### src/design/scpd_pkg.sv
// Package for the script push-data parser: item types, role and phase codes,
// and the opcode classification helpers.
// No dependencies; every other design file imports it.
package scpd_pkg;

    // Depth of the queue between the front and the back.
    localparam int QUEUE_DEPTH_DEF = 2;

    // Byte roles reported with each result item.
    localparam logic [2:0] ROLE_PLAIN  = 3'd0;
    localparam logic [2:0] ROLE_PUSH   = 3'd1;
    localparam logic [2:0] ROLE_LENGTH = 3'd2;
    localparam logic [2:0] ROLE_DATA   = 3'd3;

    // Parser phases. The unused code is treated as expecting an opcode.
    localparam logic [1:0] PH_OPCODE = 2'd0;
    localparam logic [1:0] PH_LENGTH = 2'd1;
    localparam logic [1:0] PH_DATA   = 2'd2;

    // Opcode classes found by the front.
    localparam logic [1:0] CLS_PLAIN    = 2'd0;
    localparam logic [1:0] CLS_DIRECT   = 2'd1;
    localparam logic [1:0] CLS_PUSHDATA = 2'd2;

    // Opcodes that carry an explicit length field of 1, 2 or 4 bytes.
    localparam logic [7:0] OP_PUSH_LEN1B = 8'h4C;
    localparam logic [7:0] OP_PUSH_LEN2B = 8'h4D;
    localparam logic [7:0] OP_PUSH_LEN4B = 8'h4E;

    typedef struct packed {
        logic [7:0] script_byte;
        logic       end_of_script;
    } in_item_t;

    typedef struct packed {
        logic [2:0]  byte_role;
        logic [7:0]  current_opcode;
        logic [31:0] push_length;
        logic        instruction_done;
        logic        truncated_error;
        logic        script_done;
    } out_item_t;

    // Classification of a byte, meaningful when the byte is an opcode.
    typedef struct packed {
        logic [1:0] kind;
        logic       is_zero;
        logic [2:0] len_size;
    } byte_cls_t;

    // One queue entry: the raw item and its classification.
    typedef struct packed {
        in_item_t  item;
        byte_cls_t cls;
    } queue_entry_t;

    // Queue status seen by the front and the back.
    typedef struct packed {
        logic not_empty;
        logic full;
    } queue_status_t;

    // Number of length bytes that follow a PUSHDATA opcode.
    function automatic logic [2:0] len_field_size(input logic [7:0] op);
        logic [2:0] size;
        begin
            case (op)
                OP_PUSH_LEN1B: size = 3'd1;
                OP_PUSH_LEN2B: size = 3'd2;
                OP_PUSH_LEN4B: size = 3'd4;
                default:       size = 3'd0;
            endcase
            return size;
        end
    endfunction

endpackage

### src/design/scpd_front.sv
// Front of the script push-data parser: accepts input items and classifies
// each byte as an opcode before it enters the queue. Depends on scpd_pkg.
module scpd_front
    import scpd_pkg::*;
(
    input  logic          in_valid,
    output logic          in_ready,
    input  in_item_t      in_item,
    input  queue_status_t q_status,
    output logic          q_push,
    output queue_entry_t  q_wdata
);

    byte_cls_t cls;

    // Accept whenever the queue has room.
    assign in_ready = !q_status.full;
    assign q_push   = in_valid && in_ready;

    // Classify the byte as a direct push, a PUSHDATA opcode or a plain opcode.
    always_comb
    begin
        cls.is_zero  = (in_item.script_byte == 8'h00);
        cls.len_size = len_field_size(in_item.script_byte);
        if (in_item.script_byte < OP_PUSH_LEN1B)
        begin
            cls.kind = CLS_DIRECT;
        end
        else if (in_item.script_byte <= OP_PUSH_LEN4B)
        begin
            cls.kind = CLS_PUSHDATA;
        end
        else
        begin
            cls.kind = CLS_PLAIN;
        end
    end

    assign q_wdata.item = in_item;
    assign q_wdata.cls  = cls;

endmodule

### src/design/scpd_queue.sv
// Short queue between the front and the back of the push-data parser.
// Depends on scpd_pkg for the entry and status types.
module scpd_queue
    import scpd_pkg::*;
#(
    parameter int DEPTH = QUEUE_DEPTH_DEF
)
(
    input  logic          clk,
    input  logic          rst_n,
    input  logic          push,
    input  queue_entry_t  wdata,
    input  logic          pop,
    output queue_entry_t  rdata,
    output queue_status_t status
);

    localparam int CNT_W = $clog2(DEPTH + 1);
    localparam int PTR_W = (DEPTH > 1) ? $clog2(DEPTH) : 1;
    localparam logic [PTR_W-1:0] LAST_PTR = PTR_W'(DEPTH - 1);
    localparam logic [CNT_W-1:0] FULL_CNT = CNT_W'(DEPTH);

    queue_entry_t     mem [DEPTH];
    logic [PTR_W-1:0] wr_ptr_reg;
    logic [PTR_W-1:0] wr_ptr_next;
    logic [PTR_W-1:0] rd_ptr_reg;
    logic [PTR_W-1:0] rd_ptr_next;
    logic [CNT_W-1:0] count_reg;
    logic [CNT_W-1:0] count_next;

    assign status.not_empty = (count_reg != '0);
    assign status.full      = (count_reg == FULL_CNT);
    assign rdata            = mem[rd_ptr_reg];

    // Pointer and fill count updates.
    always_comb
    begin
        wr_ptr_next = wr_ptr_reg;
        rd_ptr_next = rd_ptr_reg;
        if (push)
        begin
            wr_ptr_next = (wr_ptr_reg == LAST_PTR) ? '0 : wr_ptr_reg + 1'b1;
        end
        if (pop)
        begin
            rd_ptr_next = (rd_ptr_reg == LAST_PTR) ? '0 : rd_ptr_reg + 1'b1;
        end
        case ({push, pop})
            2'b10:   count_next = count_reg + 1'b1;
            2'b01:   count_next = count_reg - 1'b1;
            default: count_next = count_reg;
        endcase
    end

    // Control registers.
    always_ff @(posedge clk or negedge rst_n)
    begin
        if (!rst_n)
        begin
            wr_ptr_reg <= '0;
            rd_ptr_reg <= '0;
            count_reg  <= '0;
        end
        else
        begin
            wr_ptr_reg <= wr_ptr_next;
            rd_ptr_reg <= rd_ptr_next;
            count_reg  <= count_next;
        end
    end

    // Entry storage.
    always_ff @(posedge clk)
    begin
        if (push)
        begin
            mem[wr_ptr_reg] <= wdata;
        end
    end

    // The fill count never passes the depth.
    a_count_bound: assert property (@(posedge clk) disable iff (!rst_n)
        count_reg <= FULL_CNT)
        else $error("queue count exceeds depth");

    // No entry is written into a full queue.
    a_no_overflow: assert property (@(posedge clk) disable iff (!rst_n)
        status.full |-> !push)
        else $error("push into full queue");

    // No entry is taken from an empty queue.
    a_no_underflow: assert property (@(posedge clk) disable iff (!rst_n)
        !status.not_empty |-> !pop)
        else $error("pop from empty queue");

endmodule

### src/design/scpd_back.sv
// Back of the push-data parser: holds the parse state, turns each queued item
// into one result item and keeps it in the output register.
// Depends on scpd_pkg.
module scpd_back
    import scpd_pkg::*;
(
    input  logic          clk,
    input  logic          rst_n,
    input  queue_status_t q_status,
    input  queue_entry_t  q_rdata,
    output logic          q_pop,
    output logic          out_valid,
    input  logic          out_ready,
    output out_item_t     out_item
);

    logic [1:0]  phase_reg;
    logic [1:0]  phase_next;
    logic [7:0]  held_opcode_reg;
    logic [7:0]  held_opcode_next;
    logic [2:0]  len_left_reg;
    logic [2:0]  len_left_next;
    logic [31:0] len_shift_reg;
    logic [31:0] len_shift_next;
    logic [31:0] data_left_reg;
    logic [31:0] data_left_next;
    logic        out_valid_reg;
    logic        out_valid_next;
    out_item_t   out_item_reg;
    out_item_t   result;

    logic [7:0]  b;
    logic        eos;
    logic [2:0]  len_idx;
    logic [31:0] len_merged;

    assign b   = q_rdata.item.script_byte;
    assign eos = q_rdata.item.end_of_script;

    // Take the next item when the output register is free or being emptied.
    assign q_pop = q_status.not_empty && (!out_valid_reg || out_ready);

    // Position of the incoming length byte, least significant first.
    assign len_idx = len_field_size(held_opcode_reg) - len_left_reg;

    // Merge the length byte into the assembled length.
    always_comb
    begin
        case (len_idx[1:0])
            2'd0:    len_merged = len_shift_reg | {24'h0, b};
            2'd1:    len_merged = len_shift_reg | {16'h0, b, 8'h0};
            2'd2:    len_merged = len_shift_reg | {8'h0, b, 16'h0};
            default: len_merged = len_shift_reg | {b, 24'h0};
        endcase
    end

    // Parse step for the item at the head of the queue.
    always_comb
    begin
        phase_next       = phase_reg;
        held_opcode_next = held_opcode_reg;
        len_left_next    = len_left_reg;
        len_shift_next   = len_shift_reg;
        data_left_next   = data_left_reg;
        result           = '0;
        result.script_done = eos;

        case (phase_reg)
            PH_LENGTH:
            begin
                result.byte_role = ROLE_LENGTH;
                len_shift_next   = len_merged;
                len_left_next    = len_left_reg - 3'd1;
                if (len_left_next == 3'd0)
                begin
                    if (len_merged == 32'h0)
                    begin
                        result.instruction_done = 1'b1;
                        phase_next = PH_OPCODE;
                    end
                    else
                    begin
                        data_left_next = len_merged;
                        phase_next     = PH_DATA;
                    end
                end
                result.push_length = len_merged;
            end
            PH_DATA:
            begin
                result.byte_role   = ROLE_DATA;
                result.push_length = len_shift_reg;
                data_left_next     = data_left_reg - 32'd1;
                if (data_left_reg == 32'd1)
                begin
                    result.instruction_done = 1'b1;
                    phase_next = PH_OPCODE;
                end
            end
            default:
            begin
                held_opcode_next = b;
                len_shift_next   = 32'h0;
                data_left_next   = 32'h0;
                len_left_next    = 3'd0;
                phase_next       = PH_OPCODE;
                case (q_rdata.cls.kind)
                    CLS_DIRECT:
                    begin
                        result.byte_role   = ROLE_PUSH;
                        len_shift_next     = {24'h0, b};
                        result.push_length = {24'h0, b};
                        if (q_rdata.cls.is_zero)
                        begin
                            result.instruction_done = 1'b1;
                        end
                        else
                        begin
                            data_left_next = {24'h0, b};
                            phase_next     = PH_DATA;
                        end
                    end
                    CLS_PUSHDATA:
                    begin
                        result.byte_role = ROLE_PUSH;
                        len_left_next    = q_rdata.cls.len_size;
                        phase_next       = PH_LENGTH;
                    end
                    default:
                    begin
                        result.byte_role        = ROLE_PLAIN;
                        result.instruction_done = 1'b1;
                    end
                endcase
            end
        endcase

        // A script that ends inside a length or data field is truncated.
        if (eos && (phase_next == PH_LENGTH || phase_next == PH_DATA))
        begin
            result.truncated_error  = 1'b1;
            result.instruction_done = 1'b0;
        end

        result.current_opcode = held_opcode_next;

        // The end of a script returns the parser to its reset state.
        if (eos)
        begin
            phase_next       = PH_OPCODE;
            held_opcode_next = 8'h0;
            len_left_next    = 3'd0;
            len_shift_next   = 32'h0;
            data_left_next   = 32'h0;
        end
    end

    // Output register occupancy.
    always_comb
    begin
        out_valid_next = out_valid_reg;
        if (q_pop)
        begin
            out_valid_next = 1'b1;
        end
        else if (out_ready)
        begin
            out_valid_next = 1'b0;
        end
    end

    // Parse state and output valid.
    always_ff @(posedge clk or negedge rst_n)
    begin
        if (!rst_n)
        begin
            phase_reg       <= PH_OPCODE;
            held_opcode_reg <= 8'h0;
            len_left_reg    <= 3'd0;
            len_shift_reg   <= 32'h0;
            data_left_reg   <= 32'h0;
            out_valid_reg   <= 1'b0;
        end
        else
        begin
            out_valid_reg <= out_valid_next;
            if (q_pop)
            begin
                phase_reg       <= phase_next;
                held_opcode_reg <= held_opcode_next;
                len_left_reg    <= len_left_next;
                len_shift_reg   <= len_shift_next;
                data_left_reg   <= data_left_next;
            end
        end
    end

    // Result payload.
    always_ff @(posedge clk)
    begin
        if (q_pop)
        begin
            out_item_reg <= result;
        end
    end

    assign out_valid = out_valid_reg;
    assign out_item  = out_item_reg;

    // A truncation is only reported on the last item of a script.
    a_trunc_at_end: assert property (@(posedge clk) disable iff (!rst_n)
        out_valid_reg && out_item_reg.truncated_error |-> out_item_reg.script_done)
        else $error("truncation reported before end of script");

    // A truncated instruction is never reported as completed.
    a_trunc_not_done: assert property (@(posedge clk) disable iff (!rst_n)
        out_valid_reg |-> !(out_item_reg.truncated_error && out_item_reg.instruction_done))
        else $error("truncated item marked done");

    // Parsing restarts at an opcode after the last item of a script.
    a_restart: assert property (@(posedge clk) disable iff (!rst_n)
        q_pop && eos |=> (phase_reg == PH_OPCODE && len_shift_reg == 32'h0))
        else $error("parse state not cleared at end of script");

    // While in the length phase there are length bytes still to come.
    a_len_left: assert property (@(posedge clk) disable iff (!rst_n)
        phase_reg == PH_LENGTH |-> len_left_reg != 3'd0)
        else $error("length phase with no length bytes left");

endmodule

### src/design/script_push_data_parser_core.sv
// Script push-data parser: classifies each script byte as an opcode, length
// byte or data byte, one result item per input item.
// An accepted item passes through the queue and then the output register.
// Throughput: 1 item per cycle while out_ready is held high; the back's combinational parse step sets it.
// Reset (rst_n low, asynchronous): queue emptied, output invalid, parser
// returned to expecting an opcode with all held values cleared.
module script_push_data_parser_core
    import scpd_pkg::*;
#(
    parameter int QUEUE_DEPTH = QUEUE_DEPTH_DEF
)
(
    input  logic      clk,
    input  logic      rst_n,
    input  logic      in_valid,
    output logic      in_ready,
    input  in_item_t  in_item,
    output logic      out_valid,
    input  logic      out_ready,
    output out_item_t out_item
);

    queue_status_t q_status;
    queue_entry_t  q_wdata;
    queue_entry_t  q_rdata;
    logic          q_push;
    logic          q_pop;

    // Front: accept and classify.
    scpd_front u_front (
        .in_valid (in_valid),
        .in_ready (in_ready),
        .in_item  (in_item),
        .q_status (q_status),
        .q_push   (q_push),
        .q_wdata  (q_wdata)
    );

    // Queue between front and back.
    scpd_queue #(
        .DEPTH (QUEUE_DEPTH)
    ) u_queue (
        .clk    (clk),
        .rst_n  (rst_n),
        .push   (q_push),
        .wdata  (q_wdata),
        .pop    (q_pop),
        .rdata  (q_rdata),
        .status (q_status)
    );

    // Back: parse and hold the result.
    scpd_back u_back (
        .clk       (clk),
        .rst_n     (rst_n),
        .q_status  (q_status),
        .q_rdata   (q_rdata),
        .q_pop     (q_pop),
        .out_valid (out_valid),
        .out_ready (out_ready),
        .out_item  (out_item)
    );

endmodule
### config.mk
export PLATFORM = sky130hd
export DESIGN_NAME = script_push_data_parser_core
export DESIGN_NICKNAME = d
export VERILOG_FILES = /design/src/design/scpd_pkg.sv /design/src/design/scpd_front.sv /design/src/design/scpd_queue.sv /design/src/design/scpd_back.sv /design/src/design/script_push_data_parser_core.sv
export SDC_FILE = /design/constraint.sdc
export NUM_CORES = 1
export LEC_CHECK = 0
export CORE_MARGIN = 2
export CORE_UTILIZATION = 60
export CTS_CLUSTER_DIAMETER = 100
export CTS_CLUSTER_SIZE = 14
export DETAILED_ROUTE_END_ITERATION = 8
export DONT_BUFFER_PORTS = 1
export PLACE_DENSITY = 0.83
export SYNTH_ARGS = -nofsm -noshare
export SYNTH_HDL_FRONTEND = slang
export SYNTH_SLANG_ARGS = --single-unit
### constraint.sdc
create_clock -name clk -period 6.7 [get_ports clk]
set_input_delay 0 -clock clk [delete_from_list [all_inputs] [get_ports clk]]
set_output_delay 0 -clock clk [all_outputs]
set_load 0.01 [all_outputs]
Word-level counts from Yosys, hierarchy flattened:

Memories as Yosys holds them, arrays and structs flattened.
Cells that the tools add are included.

* $add $sub $neg: 7
* multiplexer cells: 42
* reduce and logical (&&, ||, !) cells: 18
* equal/unequal tests: 21
* magnitude comparators: 2
* bitwise gates (word level): 4

Operators by type and width (number)
* $mux W32: 5
* $pmux W32 S2: 2
* $pmux W32 S3: 1
* $pmux W33 S2: 1
* $eq A8 B7 Y1 const B: 6
* $eq A32 B1 Y1 const B: 1
* $logic_not A32 Y1: 1
* $mux W8: 4
* $or A32 B16 Y32: 1
* $or A32 B24 Y32: 1
* $or A32 B32 Y32: 1
* $or A32 B8 Y32: 1
* $sub A32 B1 Y32 const B: 1
* $mux W2: 7
* $eq A2 B2 Y1 const B: 6
* $mux W1: 12
* $pmux W2 S2: 3
* $pmux W3 S2: 2
* $eq A2 B1 Y1 const B: 5
* $pmux W3 S3: 1
* $le A8 B7 Y1 const B: 1
* $logic_not A8 Y1: 1
* $lt A8 B7 Y1 const B: 1
* $mux W3: 2
* 19 further kinds: 27

* RAM bits: 30
* register bits: 128
* memories: 1
* logic and storage cells: 110
* input port bits: 13
* output and inout port bits: 48

Memory list
* u_queue.mem: words 2, width 15, read ports 1, clocked after memory_dff 0, write ports 1, RTL line scpd_queue.sv:23 `queue_entry_t mem [DEPTH];`

Logic depth before layout (Yosys ltp):

Gate-level depths: netlist of the first run.

* depth after elaboration: 13
* mapped depth: 13
* depth with buffers taken out: 11

Modules after synthesis:

A second synthesis of the first run with hierarchy kept.

* cell total of the unflattened synthesis: 723
* area total of the unflattened synthesis: 7835.0 sq um

By module, submodules not included
* scpd_back: seq. area each 3303.2 sq um, area an instance 6349.8 sq um, cells each 636, times used 1
* scpd_queue: seq. area each 1001.0 sq um, area an instance 1321.3 sq um, cells each 63, times used 1
* scpd_front: seq. area each 0.0 sq um, area an instance 163.9 sq um, cells each 24, times used 1

Least setup slack after synthesis of the first run:

No wires, ideal clock.

* path kind: flip-flop to flip-flop
* start: register u_back.held_opcode_reg[5]
* end: register u_back.out_item_reg, in the netlist u_back.out_item[2], data pin
* stages on the path, launching flop included: 12
* data required time: 6445 ps
* setup time: 255 ps
* period minus slack after synthesis: 3747 ps
* path buffers: 1
* arrival: 3491 ps
* setup slack: 2953 ps
* cell sequence: dfrtp_1 or4b_4 or4_1 ha_1 buf_1 a21oi_1 o32ai_1 a21oi_1 and4b_4 a41oi_1 a2111o_1 and3_1

* longest elaborated chain between the ends: 12
* elaborated cells between the ends (all ways): 20
* classes of those cells: 1 x add/sub; 7 x eq/ne; 8 x mux; 4 x reduce/logical

Ends and longest elaborated chain
* start: declaration: RTL line scpd_back.sv:19 `logic [7:0] held_opcode_reg;`
* start signal: assignment: RTL line scpd_back.sv:190 `held_opcode_reg <= held_opcode_next;`
* $eq A8 B7 Y1: RTL line scpd_pkg.sv:67 `case (op)`
* $pmux W2 S3 (*): RTL line scpd_pkg.sv:67
* $sub A2 B2 Y2 (*): RTL line scpd_back.sv:44 `assign len_idx = len_field_size(held_opcode_reg) - len_left_reg;`
* $eq A2 B2 Y1 (tied with other cells): RTL line scpd_back.sv:49 `case (len_idx[1:0])`
* $pmux W32 S3 (*): RTL line scpd_back.sv:49
* $logic_not A32 Y1 (*): RTL line scpd_back.sv:76 `if (len_merged == 32'h0)`
* $mux W2: RTL line scpd_back.sv:76
* $mux W2: RTL line scpd_back.sv:74 `if (len_left_next == 3'd0)`
* $pmux W2 S2: RTL line scpd_back.sv:68 `case (phase_reg)`
* $eq A2 B1 Y1 or $eq A2 B2 Y1 (tied branches): RTL line scpd_back.sv:139 `if (eos && (phase_next == PH_LENGTH || phase_next == PH_DATA))`
* $logic_or A1 B1 Y1: RTL line scpd_back.sv:139
* $logic_and A1 B1 Y1: RTL line scpd_back.sv:139
* end signal: assignment: RTL line scpd_back.sv:203 `out_item_reg <= result;`
* end: declaration: RTL line scpd_back.sv:29 `out_item_t out_item_reg;`

Mark *: on every way between the ends. The rest lies on a longest branch, timed or not.
A chain may end at the register's enable or synchronous reset.

Worst setup path in the final report of the first run:

* start: register u_back.held_opcode_reg[5]
* end: register u_back.data_left_reg[7]

* longest elaborated chain between the ends: 9
* elaborated cells between the ends (all ways): 16
* classes of those cells: 1 x add/sub; 6 x eq/ne; 6 x mux; 3 x reduce/logical

Ends and longest elaborated chain
* $eq A8 B7 Y1: RTL line scpd_pkg.sv:67
* $pmux W2 S3 (*): RTL line scpd_pkg.sv:67
* $sub A2 B2 Y2 (*): RTL line scpd_back.sv:44
* $eq A2 B2 Y1 (tied with other cells): RTL line scpd_back.sv:49
* $pmux W32 S3 (*): RTL line scpd_back.sv:49
* branches (longest 4 deep; another with $logic_not A32 Y1)
* end signal: assignment: RTL line scpd_back.sv:193 `data_left_reg <= data_left_next;`
* end: declaration: RTL line scpd_back.sv:25 `logic [31:0] data_left_reg;`

Every way passes the cells marked *. The select of a mux whose other input is x is not followed.

==> results of run 1 <==
==> power by group through the flow <==
stage          Clock (mW)  Combinational (mW)  Sequential, mW
5_1_grt             0.977                2.49            1.61
6_report            0.927                2.27            1.59
3_3_place_gp            0                2.13            1.59
4_1_cts             0.933                2.22            1.58
2_1_floorplan           0                1.72            1.53
3_5_place_dp            0                2.19            1.60
==> routing by layer <==
| layer | global-route usage (%) | vias up | share of wire (%) |
|---|---|---|---|
| li1 | - | 2774 | - |
| met2 | 46.8 | 402 | 46 |
| met3 | 8.98 | 81 | 9.6 |
| met5 | 0 | - | 0 |
| met4 | 12.8 | 0 | 3.4 |
| met1 | 43.2 | 3070 | 40 |
==> cell usage in the layout (no fill, tap or decap), types with 7 or more instances in the layout <==
master and count:
a21oi_1 88, a22o_1 29, clkbuf_16 17, dfrtp_1 82, dlygate4sd3_1 12, edfxtp_1 75
ha_1 10, inv_1 11, mux2_2 9, mux2i_1 16, nand2_1 60, nand3_1 7
nor2_1 92, nor3_1 15, nor4_1 13, o21ai_0 30, o221ai_1 7, o22ai_1 14
o2bb2ai_1 22, or4_1 7, xnor2_1 18, xor2_1 14
==> worst register-to-register path, cell delays in order (launching register included) <==
cell and delay, ns:
dfrtp_1 0.40, or4b_4 0.57, or4_1 0.52, ha_1 0.81, mux4_2 0.41, a211oi_1 0.18, a21oi_1 0.09, and4b_4 0.38
a32oi_2 0.14, o21ai_2 1.08, a22o_1 0.31
==> cells by family after synthesis <==
logic type,share of synthesized area (%)
AOI/OAI and AO/OA,19.7
xor gates and xnor gates,3.78
adders and majority gates,1.60
buffers and inverters,2.44
DFF,54.9
muxes,3.62
other,0.0478
and+or+nand+nor,13.9
==> worst paths after layout <==
check	to	slack (ns)
setup / recovery	u_back.data_left_reg[7]	1.74
hold / removal	u_queue.count_reg[0]	0.13
setup reg to reg	u_back.data_left_reg[7]	1.74
hold reg to reg	u_queue.wr_ptr_reg	0.51
max in group asynchronous	u_back.data_left_reg[1]	6.21
min in group clk	u_queue.mem[1][12]	0.17
==> cell type report <==
class / count / area, um^2
Clock buffer: 20 / 447
Sequential cell: 157 / 4300
Fill cell: 906 / 4010
Timing Repair Buffer: 18 / 185
Inverter: 14 / 52.6
Tap cell: 172 / 215
Multi-Input combinational cell: 533 / 3340
Clock inverter: 12 / 116
==> out/summary.txt, run 1 <==
Die H = 118 um
Synth-to-Final Area Change = 10.5%
Die X = 118 um
Vias per cell = 6.83
Share of cells above drive strength 1 = 7.29%
Io pins = 61
Layout Utilization = 68.4%
Logic pwr share = 47.5%
WP depth = 10
Die ar. = 14,000 um^2
Max Slew Vio Count = 0
FMAX = 0.202 GHz
Clock sinks = 157
Final WL = 21.1 mm
Async SR Flop Fraction = 52.2%
Final Hold Viols = 0
TritonCTS clock tree = done
Synth Warn # = 0
H-tree depth = 4
Routed len/inst = 22.8 um
List of most frequent post-synthesis cells = 92 x nor2_1, 88 x a21oi_1, 82 x dfrtp_1
Worst r2r path cells = 10
Post-CTS setup buffer count = 0
Peak supply drop = 0.276 mV
CP required = 7.07 ns
Final Non-Filler Cells = 926
Crit path from = u_back.held_opcode_reg[5]
CTS buffer count = 17
Vias in the first global route = 6,034
Num rows = 41
NumNets Final = 764
Gpl congestion = 0.999
Hold buffers post-CTS = 13
Net Sw Power = 2.13 mW
Final Skew = 0.00757 ns
Hold_ws = 0.130 ns
Setup WS post-layout = 1.74 ns
Count leader, synth = nor2_1
Worst-path cell chain = or4b_4 -> or4_1 -> ha_1 -> mux4_2 -> a211oi_1 -> a21oi_1 -> and4b_4 -> a32oi_2 -> o21ai_2 -> a22o_1
Synth Register Bits = 157
Drt drc = 0
Pwr Total = 4.79 mW
Library cells used by synthesis = 66
Clk_lat worst skew = 0.44 ns
Aggregate global-route resource usage = 31.3%
Max cap viols = 0
Placed cells = 881
Mapped cell area = 7840 um^2
DPL Wire Length = 14.3 mm
Pwr Density = 553 nW/um^2
TNS Setup = 0 ns
CP bufs+invs = 0
Clock Root Buffer = clkbuf_16
Global-route wire length before repair = 33.4 mm
Reg power frac = 33.2%
Antenna diodes = 0
Crit Path Category = reg2reg
Mean Syn Cell Area = 10.7 um^2
Crit Path Max Fanout = 31
Post-route minimum period = 4.96 ns
DR vias = 6,327
CP arrival = 5.33 ns
Largest register FFs = 45
Crit-path leading delay family = compound AO/OA/AOI/OAI gates
Placed inst area = 7950 um^2
EDFF count, synth = 75
GRT Residual Overflow = 0
Primary FF master, synth = dfrtp_1
Clock-pin slew of the registers on the worst-case setup and hold paths = 0.06 ns
Tcrit/Tclk final = 74.0%
Port bufs = 0
Core footprint = 12,700 um^2
Type of origin of the critical path = flop
Final-report setup violation count = 0
RSZ-0062 raised after global routing = no
Leakage = 3.34 nW
Top-area cell type share of the netlist area = 28.7%
Pre-CTS setup slack = 1.85 ns
Power share of the clock group = 19.4%
Yosys top cell by area = edfxtp_1
Largest net degree at the start of global routing = 83
Initial antenna violation count = 0
Resized Gates After CTS = 0
Slew headroom = 8.06%
Top cells by area, synth = edfxtp_1 29%, dfrtp_1 26%, a21oi_1 5.6%
Sw frac = 44.5%
Final ANT Viol Nets = 0
Register area share after synthesis = 54.9%
Max clock buf depth = 2
Initial core utilization = 61.9%
Syn_nets = 759
Worst slew pin tran = 1.38 ns
Pre-antenna DRT Iters = 9
CP max stage cell = o21ai_2
Initial detailed-routing violation count = 908
Mapped Cells = 736
Reg2reg start = u_back.held_opcode_reg[5]
Hold Crit Class = in2async
Critical path's largest stage delay = 1.08 ns
Pint = 2.66 mW
Status = finished clean
Setup crit end kind = flop
Final instance area = 8660 um^2
Power figures use the tool's default switching activity.
==> run 2: changes to the inputs <==
Settings changed: CORE_UTILIZATION 60 to 58.
Clock period 6.7 ns to 4.46 ns, I/O delays scaled along.
==> run 2 against run 1 <==
Count of clock-buffer cells in the layout did not move; cell count rose by 1.3%; die area rose by 3.3%; setup slack got worse by 1.4 ns; sequential power rose by 53%; critical path depth rose by 1; power rose by 52%; fmax rose by 20%; first-iteration DRC count fell by 14%; final area rose by 0.82%; routed wire length rose by 4.3%; flip-flop and latch count did not move; critical path type unchanged.
==> out/summary.txt, run 2 (same netlist as run 1, synthesis figures left out) <==
Status = finished clean
Leading cell type in the layout, fill and taps excluded = nor2_1
Clock Root Buffer = clkbuf_16
RSZ-0062 raised after global routing = no
CP arrival = 4.51 ns (-0.82 ns)
Peak supply drop = 0.407 mV (+47%)
Setup crit end kind = flop
Final-report setup violation count = 0 (unchanged)
Most frequent cells in the layout = 92 x nor2_1, 88 x a21oi_1, 82 x dfrtp_1
Share of cells above drive strength 1 = 8.27% (+0.97 points)
Largest register FFs = 45 (unchanged)
FILL cells = 1,030 (+14%)
Pwr Density = 836 nW/um^2 (+51%)
Final WL = 22.0 mm (+4.3%)
NumNets Final = 772 (+1.0%)
Final Skew = 0.00699 ns (-0.000585 ns)
Vias per cell = 6.90 (+1.0%)
DR vias = 6,475 (+2.3%)
Setup WS post-layout = 0.319 ns (-1.42 ns)
Max clock buf depth = 2 (unchanged)
Max cap viols = 0 (unchanged)
CP required = 4.83 ns (-2.24 ns)
Worst slew pin tran = 1.21 ns (-0.171 ns)
Slew headroom = 19.1% (+11 points)
Gpl congestion = 0.958 (-4.1%)
TNS Setup = 0 ns (unchanged)
Largest net degree at the start of global routing = 83 (unchanged)
Clock sinks = 157 (unchanged)
Crit Path Category = reg2reg
Placed inst area = 8020 um^2 (+0.82%)
Vias in the first global route = 6,017 (-0.28%)
Hold buffers post-CTS = 13 (unchanged)
Global-route wire length before repair = 34.2 mm (+2.5%)
Pre-CTS setup slack = 0.405 ns (-1.45 ns)
FMAX = 0.241 GHz (+20%)
Net Sw Power = 3.25 mW (+53%)
Initial antenna violation count = 0 (unchanged)
Io pins = 61 (unchanged)
Post-route minimum period = 4.14 ns (-0.817 ns)
Leakage = 3.39 nW (+1.7%)
Logic pwr share = 47.5% (about the same)
Initial detailed-routing violation count = 785 (-14%)
Num rows = 42 (+2.4%)
Critical path's largest stage delay = 0.60 ns (-0.48 ns)
Routed len/inst = 23.5 um (+3.0%)
Sw frac = 44.6% (+0.087 points)
Hold Crit Class = in2async
Die H = 120 um (+1.7%)
Final Hold Viols = 0 (unchanged)
Worst-path cell chain = or4b_4 -> or4_1 -> ha_1 -> xnor2_1 -> xnor2_2 -> nor2_1 -> o31ai_1 -> a32oi_2 -> o21ai_2 -> buf_4 -> a22o_1
Clock-pin slew of the registers on the worst-case setup and hold paths = 0.06 ns (about the same)
Pre-antenna DRT Iters = 6 (-3)
Max Slew Vio Count = 0 (unchanged)
Die X = 120 um (+1.7%)
Antenna diodes = 0 (unchanged)
Die ar. = 14,500 um^2 (+3.3%)
Reg power frac = 33.3% (about the same)
Initial core utilization = 59.2% (-2.7 points)
DPL Wire Length = 14.7 mm (+3.3%)
GRT Residual Overflow = 0 (unchanged)
H-tree depth = 4 (unchanged)
TritonCTS clock tree = done
Aggregate global-route resource usage = 31.5% (+0.16 points)
Resized Gates After CTS = 0 (unchanged)
Core footprint = 13,200 um^2 (+4.5%)
Final instance area = 8740 um^2 (+0.82%)
Power share of the clock group = 19.2% (-0.2 points)
CTS buffer count = 17 (unchanged)
CP max stage cell = o31ai_1
Synth-to-Final Area Change = 11.4%
Crit Path Max Fanout = 31 (unchanged)
Post-CTS setup buffer count = 0 (unchanged)
Tcrit/Tclk final = 92.9% (+19 points)
Final ANT Viol Nets = 0 (unchanged)
Type of origin of the critical path = flop
Drt drc = 0 (unchanged)
Clk_lat worst skew = 0.44 ns (about the same)
Port bufs = 0 (unchanged)
Pint = 4.05 mW (+52%)
[run 2: cell types whose count changed in the layout (fill, tap and decap cells not counted)]
| cell | before | now |
|---|---|---|
| buf_4 | 5 | 13 |
| clkbuf_1 | 2 | 1 |
| clkbuf_8 | 1 | 2 |
| clkinv_1 | 2 | 3 |
| clkinv_2 | 1 | 2 |
| clkinv_4 | 3 | 4 |
| clkinvlp_4 | 5 | 1 |
| inv_6 | 2 | 3 |
[run 2: critical path, delay by kind of cell, from the launching register on]
kind	cells	cell delay (ns)
xor gates and xnor gates	2	0.68
buffers and inverters	1	0.34
adders and majority gates	1	0.21
DFF	1	0.40
AOI/OAI and AO/OA	4	1.26
and+or+nand+nor	3	1.18
[run 2: per-layer routing]
layer / vias to the layer above / GRT usage, % / share of wire [%]
li1: 2791 / - / -
met1: 3195 / 43.4 / 41
met2: 427 / 48.7 / 47
met3: 62 / 7.31 / 9.2
met4: 0 / 12.4 / 3.0
met5: - / 0 / 0
[run 2: worst paths after layout]
kind                       slack [ns]                       from  depth (start not counted)                        end
hold reg to reg                  0.52         u_queue.wr_ptr_reg                          1         u_queue.wr_ptr_reg
setup reg to reg                 0.32  u_back.held_opcode_reg[5]                         11   u_back.data_left_reg[19]
min in group clk                 0.19                   in_valid                          1          u_queue.mem[1][9]
max in group asynchronous        3.97                      rst_n                          2   u_back.data_left_reg[16]
hold / removal                   0.15                      rst_n                          2  u_back.held_opcode_reg[7]
setup / recovery                 0.32  u_back.held_opcode_reg[5]                         11   u_back.data_left_reg[19]
[run 2: final cells by class]
type                            count  area (um^2)  area share [%]
Tap cell                          176          220            2.52
Clock buffer                       20          457            5.23
Multi-Input combinational cell    533         3340            38.3
Inverter                           14         52.6           0.602
Clock inverter                     12          113            1.29
Sequential cell                   157         4300            49.3
Timing Repair Buffer               26          245            2.81
[run 2: through the flow]
stage | util, % | hold WS [ns] | cells | total power [mW]
3_5_place_dp | 60.6 | -0.292 | 893 | 5.77
2_1_floorplan | - | -0.296 | 736 | 4.88
4_1_cts | 66.0 | 0.171 | 938 | 7.21
5_1_grt | 66.0 | 0.191 | 938 | 7.69
6_report | 66.0 | 0.150 | 938 | 7.30
3_3_place_gp | 60.6 | -0.293 | 893 | 5.66
[run 2: power by group through the flow]
| stage | clock network [mW] | registers, mW | logic, mW |
|---|---|---|---|
| finish | 1.40 | 2.43 | 3.47 |
| global route | 1.46 | 2.47 | 3.76 |
| CTS | 1.40 | 2.42 | 3.39 |
| detailed placement | 0 | 2.44 | 3.33 |
| global placement | 0 | 2.42 | 3.24 |
| floorplan | 0 | 2.30 | 2.58 |
